===== config.mk =====
export PLATFORM = sky130hd
export DESIGN_NAME = stx_byte_stuffed_frame_receiver_top
export DESIGN_NICKNAME = d
export VERILOG_FILES = /design/src/hdl/sbfr_pkg.sv /design/src/hdl/sbfr_core.sv /design/src/hdl/stx_byte_stuffed_frame_receiver_top.sv
export SDC_FILE = /design/constraint.sdc
export NUM_CORES = 1
export LEC_CHECK = 0
export ABC_CLOCK_PERIOD_IN_PS = 5400
export BUFFER_PORTS_ARGS = -buffer_cell sky130_fd_sc_hd__buf_2
export CAP_MARGIN = 30
export CORE_MARGIN = 1.5
export CORE_UTILIZATION = 34
export DETAILED_ROUTE_END_ITERATION = 12
export PLACE_DENSITY = 0.6
export SLEW_MARGIN = 10
export SYNTH_ARGS = -nofsm -noshare
export SYNTH_HDL_FRONTEND = slang
export SYNTH_SLANG_ARGS = --single-unit

===== constraint.sdc =====
create_clock -name clock -period 5.4 [get_ports clock]
set_clock_uncertainty 0.1 [all_clocks]
set_input_delay 0 -clock clock [delete_from_list [all_inputs] [get_ports clock]]
set_output_delay 0 -clock clock [all_outputs]
set_load 0.03 [all_outputs]

===== src/hdl/sbfr_pkg.sv =====
// ----------------------------------------------------------------------------
// sbfr_pkg
// shared constants and types for the byte-stuffed frame receiver
// ----------------------------------------------------------------------------
package sbfr_pkg;

   localparam int LINE_BYTES_DEF    = 64;
   localparam int DISPLAY_LINES_DEF = 16;
   localparam int SCRATCH_BYTES_DEF = 80;

   localparam logic [7:0] MARK_BYTE = 8'h01;
   localparam logic [7:0] ESC_BYTE  = 8'h1B;
   localparam logic [7:0] ESC_MASK  = 8'h7F;

   localparam logic [1:0] PH_WAIT = 2'd0;
   localparam logic [1:0] PH_TYPE = 2'd1;
   localparam logic [1:0] PH_DATA = 2'd2;

   localparam logic EV_STORE = 1'b0;
   localparam logic EV_DONE  = 1'b1;

   localparam int ADDR_W = 10;

   typedef struct packed {
      logic              event_res;
      logic [7:0]        frame_type;
      logic              to_display;
      logic [ADDR_W-1:0] store_address;
      logic [7:0]        store_data;
   } rsp_type;

endpackage


===== src/hdl/sbfr_core.sv =====
// ----------------------------------------------------------------------------
// sbfr_core
// per-beat deframing step: next state and optional result from one byte
// ----------------------------------------------------------------------------
module sbfr_core #(
   parameter int LINE_BYTES    = 64,
   parameter int DISPLAY_LINES = 16,
   parameter int SCRATCH_BYTES = 80,
   parameter int OFF_W         = 9
) (
   input  logic [7:0]       rx_byte,
   input  logic [1:0]       phase,
   input  logic             esc,
   input  logic [7:0]       cur_type,
   input  logic [OFF_W-1:0] offset,
   output logic [1:0]       phase_in,
   output logic             esc_in,
   output logic [7:0]       type_in,
   output logic [OFF_W-1:0] offset_in,
   output logic             res_vld,
   output sbfr_pkg::rsp_type res
);
   import sbfr_pkg::*;

   localparam int PROD_W = 8 + $clog2(LINE_BYTES + 1) + 1;

   logic             is_disp;
   logic [OFF_W-1:0] region;
   logic [7:0]       unesc;
   logic [PROD_W-1:0] disp_addr;

   assign is_disp   = {1'b0, cur_type} < 9'(DISPLAY_LINES);
   assign region    = is_disp ? OFF_W'(LINE_BYTES) : OFF_W'(SCRATCH_BYTES);
   assign unesc     = esc ? (rx_byte & ESC_MASK) : rx_byte;
   assign disp_addr = PROD_W'(cur_type) * PROD_W'(LINE_BYTES) + PROD_W'(offset);

   always_comb begin
      phase_in  = phase;
      esc_in    = esc;
      type_in   = cur_type;
      offset_in = offset;
      res_vld   = 1'b0;
      res.event_res     = EV_STORE;
      res.frame_type    = cur_type;
      res.to_display    = is_disp;
      res.store_address = '0;
      res.store_data    = '0;
      unique case (phase)
         PH_TYPE: begin
            if (rx_byte == ESC_BYTE) begin
               esc_in = 1'b1;
            end else if (rx_byte != MARK_BYTE) begin
               type_in   = unesc;
               esc_in    = 1'b0;
               offset_in = '0;
               phase_in  = PH_DATA;
            end
         end
         PH_DATA: begin
            if (rx_byte == MARK_BYTE) begin
               phase_in      = PH_WAIT;
               res_vld       = 1'b1;
               res.event_res = EV_DONE;
            end else if (rx_byte == ESC_BYTE) begin
               esc_in = 1'b1;
            end else begin
               esc_in = 1'b0;
               if (offset < region) begin
                  offset_in         = offset + OFF_W'(1);
                  res_vld           = 1'b1;
                  res.store_data    = unesc;
                  res.store_address = is_disp ? disp_addr[ADDR_W-1:0]
                                              : ADDR_W'(offset);
               end
            end
         end
         default: begin
            // unused phase code behaves as waiting for start
            phase_in = (rx_byte == MARK_BYTE) ? PH_TYPE : PH_WAIT;
         end
      endcase
   end

endmodule


===== src/hdl/stx_byte_stuffed_frame_receiver_top.sv =====
// ----------------------------------------------------------------------------
// stx_byte_stuffed_frame_receiver_top
// result path: an accepted byte beat is held in the input register, then its result in the result register
// throughput: one byte beat per cycle while results are taken, set by the input and result registers
// reset: synchronous, waits for start with no escape pending and empty stages
// ----------------------------------------------------------------------------
module stx_byte_stuffed_frame_receiver_top #(
   parameter int LINE_BYTES    = sbfr_pkg::LINE_BYTES_DEF,
   parameter int DISPLAY_LINES = sbfr_pkg::DISPLAY_LINES_DEF,
   parameter int SCRATCH_BYTES = sbfr_pkg::SCRATCH_BYTES_DEF
) (
   input  logic                        clock,
   input  logic                        reset,
   input  logic                        req_valid,
   output logic                        req_ready,
   input  logic [7:0]                  req_rx_byte,
   output logic                        rsp_valid,
   input  logic                        rsp_ready,
   output logic                        rsp_event_res,
   output logic [7:0]                  rsp_frame_type,
   output logic                        rsp_to_display,
   output logic [sbfr_pkg::ADDR_W-1:0] rsp_store_address,
   output logic [7:0]                  rsp_store_data
);
   import sbfr_pkg::*;

   localparam int MAX_REGION = (LINE_BYTES > SCRATCH_BYTES) ? LINE_BYTES : SCRATCH_BYTES;
   localparam int OFF_W      = $clog2(MAX_REGION + 1);

   logic             in_vld_ff;
   logic [7:0]       in_byte_ff;
   logic [1:0]       phase_ff, phase_in;
   logic             esc_ff, esc_in;
   logic [7:0]       type_ff, type_in;
   logic [OFF_W-1:0] off_ff, off_in;
   logic             rsp_vld_ff;
   rsp_type          rsp_ff;
   logic             res_vld;
   rsp_type          res;
   logic             advance;

   assign advance   = in_vld_ff && (!rsp_vld_ff || rsp_ready);
   assign req_ready = !in_vld_ff || advance;

   sbfr_core #(
      .LINE_BYTES    (LINE_BYTES),
      .DISPLAY_LINES (DISPLAY_LINES),
      .SCRATCH_BYTES (SCRATCH_BYTES),
      .OFF_W         (OFF_W)
   ) u_core (
      .rx_byte   (in_byte_ff),
      .phase     (phase_ff),
      .esc       (esc_ff),
      .cur_type  (type_ff),
      .offset    (off_ff),
      .phase_in  (phase_in),
      .esc_in    (esc_in),
      .type_in   (type_in),
      .offset_in (off_in),
      .res_vld   (res_vld),
      .res       (res)
   );

   // input beat register
   always_ff @(posedge clock) begin
      if (reset) begin
         in_vld_ff <= 1'b0;
      end else if (req_ready) begin
         in_vld_ff <= req_valid;
      end
      if (req_ready && req_valid) begin
         in_byte_ff <= req_rx_byte;
      end
   end

   // frame state
   always_ff @(posedge clock) begin
      if (reset) begin
         phase_ff <= PH_WAIT;
         esc_ff   <= 1'b0;
         type_ff  <= '0;
         off_ff   <= '0;
      end else if (advance) begin
         phase_ff <= phase_in;
         esc_ff   <= esc_in;
         type_ff  <= type_in;
         off_ff   <= off_in;
      end
   end

   // result register
   always_ff @(posedge clock) begin
      if (reset) begin
         rsp_vld_ff <= 1'b0;
      end else if (advance) begin
         rsp_vld_ff <= res_vld;
      end else if (rsp_ready) begin
         rsp_vld_ff <= 1'b0;
      end
      if (advance && res_vld) begin
         rsp_ff <= res;
      end
   end

   assign rsp_valid         = rsp_vld_ff;
   assign rsp_event_res     = rsp_ff.event_res;
   assign rsp_frame_type    = rsp_ff.frame_type;
   assign rsp_to_display    = rsp_ff.to_display;
   assign rsp_store_address = rsp_ff.store_address;
   assign rsp_store_data    = rsp_ff.store_data;

endmodule

== After elaboration in Yosys (flattened, before gate mapping) ==
Index checks and enable logic that the tools add are counted.
W data, S select, Z words.

* $add $sub $neg: 2
* Order comparisons: 2
* Eq/ne operators: 12
* Muxes and demuxes: 26
* Bitwise operators: 4
* Reductions and logical operators: 15

{| class="wikitable"
|+ Operator list
! cell !! count
|-
| $mux W7 || 6
|-
| $pmux W7 S2 || 1
|-
| $mux W1 || 12
|-
| $reduce_and A4 Y1 || 3
|-
| $add A10 B7 Y10 || 1
|-
| $eq A8 B1 Y1 const B || 1
|-
| $eq A8 B5 Y1 const B || 1
|-
| $lt A8 B5 Y1 const B || 1
|-
| $mux W8 || 1
|-
| $ne A8 B1 Y1 const B || 1
|-
| $add A7 B1 Y7 const B || 1
|-
| $lt A7 B7 Y1 || 1
|-
| $reduce_and A7 Y1 || 1
|-
| $mux W2 || 3
|-
| $ne A2 B1 Y1 const B || 3
|-
| $ne A2 B2 Y1 const B || 3
|-
| $mux W5 || 1
|-
| $reduce_or A5 Y1 || 1
|-
| $not A1 Y1 || 4
|-
| $pmux W2 S2 || 1
|-
| $reduce_bool A2 Y1 || 2
|-
| $reduce_or A4 Y1 || 1
|-
| $logic_and A1 B1 Y1 || 3
|-
| $ne A3 B1 Y1 const B || 1
|-
| 5 further kinds || 7
|}

* Flip-flop bits (word level): 56
* Input bits: 12
* Output and inout bits: 30
* Word-level logic and storage cells: 74

== Longest topological paths before layout ==
* Word-level depth: 8
* Mapped depth: 7
* Depth with buffers taken out: 6

== By module ==
Synthesis repeated with hierarchy kept, for this count alone.

* Cells, all modules: 253
* Area total of the unflattened synthesis: 2864.0 µm²

{| class="wikitable"
|+ By module, submodules not included
! module !! instances !! cells an instance !! area an instance (µm²) !! sequential area each (µm²)
|-
| stx_byte_stuffed_frame_receiver_top || 1 || 126 || 1985.7 || 1481.4
|-
| sbfr_core || 1 || 127 || 878.3 || 0.0
|}

== Least setup slack after synthesis ==
No wires, ideal clock.

* Path kind: flip-flop to flip-flop
* Start: register in_byte_ff[6]
* End: register rsp_ff (netlist bit rsp_event_res) (enable)
* Arrival: 3.406 ns
* Required time: 4.846 ns
* Setup slack: 1.440 ns
* Cell stages (with the launch flop): 5
* Path through: edfxtp_1 or4b_4 nor3_1 a21oi_1 nor3b_1

* Word-level cells in the longest chain between the ends: 5

{| class="wikitable"
|+ RTL lines
! what !! line !! text
|-
| start, declared || stx_byte_stuffed_frame_receiver_top.sv:31 || <nowiki>logic [7:0] in_byte_ff;</nowiki>
|-
| start signal, assigned || stx_byte_stuffed_frame_receiver_top.sv:72 || <nowiki>in_byte_ff <= req_rx_byte;</nowiki>
|-
| $eq A8 B5 Y1 || sbfr_core.sv:64 || <nowiki>end else if (rx_byte == ESC_BYTE) begin</nowiki>
|-
| $mux W1 || sbfr_core.sv:64 ||
|-
| $mux W1 (*) || sbfr_core.sv:60 || <nowiki>if (rx_byte == MARK_BYTE) begin</nowiki>
|-
| $mux W1 (*) || sbfr_core.sv:48 || <nowiki>unique case (phase)</nowiki>
|-
| $logic_and A1 B1 Y1 (*) || stx_byte_stuffed_frame_receiver_top.sv:100 || <nowiki>if (advance && res_vld) begin</nowiki>
|-
| end signal, assigned || stx_byte_stuffed_frame_receiver_top.sv:101 || <nowiki>rsp_ff <= res;</nowiki>
|-
| end, declared || stx_byte_stuffed_frame_receiver_top.sv:37 || <nowiki>rsp_type rsp_ff;</nowiki>
|}

Every way passes the cells marked *; elsewhere a longest branch is shown, timed or not.
A chain may end at the register's enable or synchronous reset.

== Final worst setup path ==
* Start: register in_byte_ff[6]
* End: register rsp_ff (netlist bit rsp_store_data[0]) (enable)

Same word-level chain as after synthesis.

==> results.md <==
* Combinational share of power at ~3%
* I/O Pins at 42
* Stages on worst setup path at 5
* WHS at 0.0204 ns
* Fraction of registers with async set/reset at 0%
* Final wirelength at ~4.6 mm
* Die Footprint at 7700 um^2
* Number of diodes at 0
* Worst-Skew Late Latency at 0.31 ns
* Prevailing post-synth register cell: edfxtp_1
* First-pass GRT wire length at 7.84 mm
* RSZ-0062 raised after global routing: no
* Clk root buf: clkbuf_8
* RR Startpoint: in_byte_ff[6]$_DFFE_PP_
* DRC violation total after the first TritonRoute iteration at 65
* Leakage power at roughly 0.0010 uW
* Yosys warning count at 0
* Post-CTS resize count at 0
* Crit path kind: reg2reg
* Total global-route track usage at 13.0%
* Req. time, crit path at 5.28 ns
* Post-synth EDFFs at 36
* Flop-to-flop setup slack at 2.99 ns
* First-pass DRT Iterations at 4
* Clk pwr share at 31.4%
* Cell area after layout at between 2000 and 3000 um^2
* Critical path launch point: in_byte_ff[6]$_DFFE_PP_
* WHS Path Cells at 2
* Status: completed
* Die height at between 80 and 90 um
* Avg Vias per Cell at 4.81
* Synthesized flop and latch total at 56
* Final period util at between 40 and 50%
* Reg2reg path depth at 5
* Post-route setup TNS at 0 ns
* R2R Path End: rsp_store_data[0]$_SDFFCE_PP0P_
* Slowest stage delay, CP at 0.60 ns
* DRC viols at 0
* Max cap viols at 0
* Crit path time final at 2.41 ns
* Dpl cell area at 2720 um^2
* Hold buffers post-CTS at 11
* Hold Path Sink: type_ff[2]$_SDFFE_PP0P_
* Sw frac at 20.5%
* CP bufs+invs at 1
* Crit-path cells: or4b_4 -> nor3_1 -> a21oi_1 -> nor3b_2 -> buf_4
* Area grow syn2layout at 19.4%
* Pin count of the biggest net entering global routing at 29
* Post-synth top area share at 44.3%
* Seq/Total Area, Yosys at 60.7%
* Worst setup SP type: flop
* Hold Path Class: in2reg
* Starting Density at 35.5%
* Final setup violation count at 0
* Distinct cell type count of the synthesized netlist at between 40 and 50
* Clk buf depth at 2
* WP data arrival at 2.29 ns
* Net count after synthesis at 216
* Max transition margin at 55.4%
* Slew @ Worst Pin at 0.663 ns
* Syn Inst Count at 199
* Total grt overflow at 0
* Synthesized area at 2440 um^2
* Internal at 557 uW
* Post-CTS Setup Bufs at 0
* Drt wl/cell at between 10 and 15 um
* Core box area at 6870 um^2
* Area contributors post-synth: edfxtp_1 44%, dfxtp_1 16%, o21ai_0 3.3%
* I/O Buffers at 41
* Hold Fails Final Rpt at 0
* Max Freq at 414 MHz
* Slew Limit Fails at 0
* P_sw at ~140 uW
* Initial antenna violation count at 0
* CP Capture Type: flop
* Share of cells above drive strength 1 at 26.1%
* # rows at 30
* VDD IR-drop max at 0.000110 V
* CTS tree: done
* Final ANT Viol Nets at 0
* Fill count at 674
* Clock sinks at 56
* Detailed-route via count at 1661
* Number of buffers created by CTS at 5
* CP top delay family: simple AND/OR/NAND/NOR gates
* Final RePlAce weighted congestion at 0.781
* Worst-path fanout max at 28
* Yosys top cell by area: edfxtp_1
* Flop pwr share at 65.6%
* Worst-path cell with the longest stage delay: or4b_4
* # nets final at 265
* HP Start: reset
* HPWL Detailed at 3.20 mm
* Power per cell area at 240 nW/um^2
* Clock-pin transition on the worst setup and hold timing paths at 0.10 ns
* Syn Area/Cell at 12.3 um^2
* H-tree depth at 2
* Chip Width at 87.7 um
* Vias in the first global route at 1675
[layout by cell type (no fill, tap or decap), types with 2 or more instances in the layout]
cell type	instances
and3_1	7
nand2_1	4
nor2b_1	6
buf_2	41
o31ai_1	6
and2_1	6
clkbuf_8	5
buf_4	2
nand3b_1	2
dfxtp_1	20
inv_1	2
nand4b_1	2
nor2_1	6
mux2i_1	5
dlygate4sd3_1	11
a21oi_1	13
nor4_1	4
ha_1	5
nor4b_1	2
and2_4	8
or3_1	5
nand3_1	12
edfxtp_1	36
o21ai_0	16
[sequential cells by signal, summed over array words and instances, names as in the netlist]
register and count:
esc_ff 1, in_byte_ff 8, phase_ff 2, rsp_store_data 8, rsp_to_display 1, rsp_valid 1
type_ff 8, off_ff 7, rsp_event_res 1, in_vld_ff 1, rsp_store_address 10, rsp_frame_type 8
[area by class of cell]
| type | instances | area, um^2 | area share, % |
|---|---|---|---|
| flip-flops and latches | 56 | 1480 | 50.8 |
| multi-input cells | 129 | 891 | 30.6 |
| repair buffers | 54 | 330 | 11.3 |
| well taps | 96 | 120 | 4.12 |
| clock buffers | 6 | 72.6 | 2.49 |
| clock inverters | 2 | 12.5 | 0.429 |
| inverters | 2 | 7.51 | 0.258 |
[worst max-delay path by stage]
stage / end / slack, ns
floorplan: rsp_event_res$_SDFFCE_PN0P_ / 1.44
global placement: phase_ff[0]$_SDFFE_PP0P_ / 3.07
detailed placement: rsp_frame_type[6]$_DFFE_PP_ / 2.99
CTS: rsp_store_data[4]$_SDFFCE_PP0P_ / 2.97
global route: rsp_store_data[4]$_SDFFCE_PP0P_ / 2.87
finish: rsp_store_data[0]$_SDFFCE_PP0P_ / 2.99
[cells by family after synthesis]
family,count (synthesis),synth area share [%]
and+or+nand+nor,74,19.7
xor gates and xnor gates,2,0.718
muxes,5,2.05
AOI/OAI and AO/OA,43,11.0
adders and majority gates,5,2.56
buffers and inverters,14,3.23
DFF,56,60.7
[through the flow]
| stage | instances | total power [uW] | setup WS, ns | utilization (%) |
|---|---|---|---|---|
| after floorplan | 199 | 476 | 1.44 | - |
| after global placement | 326 | 484 | 3.07 | 39.6 |
| after detailed placement | 326 | 485 | 2.99 | 39.6 |
| after CTS | 345 | 709 | 2.97 | 42.4 |
| after global routing | 345 | 724 | 2.87 | 42.4 |
| final | 345 | 701 | 2.99 | 42.4 |
[cell usage after synthesis, drive strengths merged, types with 2 or more instances]
cell and count:
and3 7, buf 4, and2 14, nand3b 2
inv 2, edfxtp 36, ha 5, nor4b 2
o31ai 6, mux2i 5, nor2b 6, nor4 5
or3 6, o21ai 16, nand3 12, a21oi 13
nand2 4, or4b 2, clkbuf 8, dfxtp 20
nand4b 2, nor2 6
[metal layers]
layer | routed length (um) | vias to the layer above | GRT usage (%) | part of all wire, %
li1 | - | 847 | - | -
met1 | 2240 | 774 | 17.3 | 49
met2 | 2120 | 33 | 20.8 | 46
met3 | 143 | 7 | 2.26 | 3.1
met4 | 72 | 0 | 5.19 | 1.6
met5 | 0 | - | 0 | 0
[power by group through the flow]
stage                     clock network [uW]  logic, uW  registers (uW)
final                                    220       20.9             460
after global routing                     240       23.2             461
after CTS                                228       20.8             460
after global placement                     0       14.3             470
after floorplan                            0       9.11             467
after detailed placement                   0       14.8             470
No activity file was read; power rests on OpenSTA's default activity.
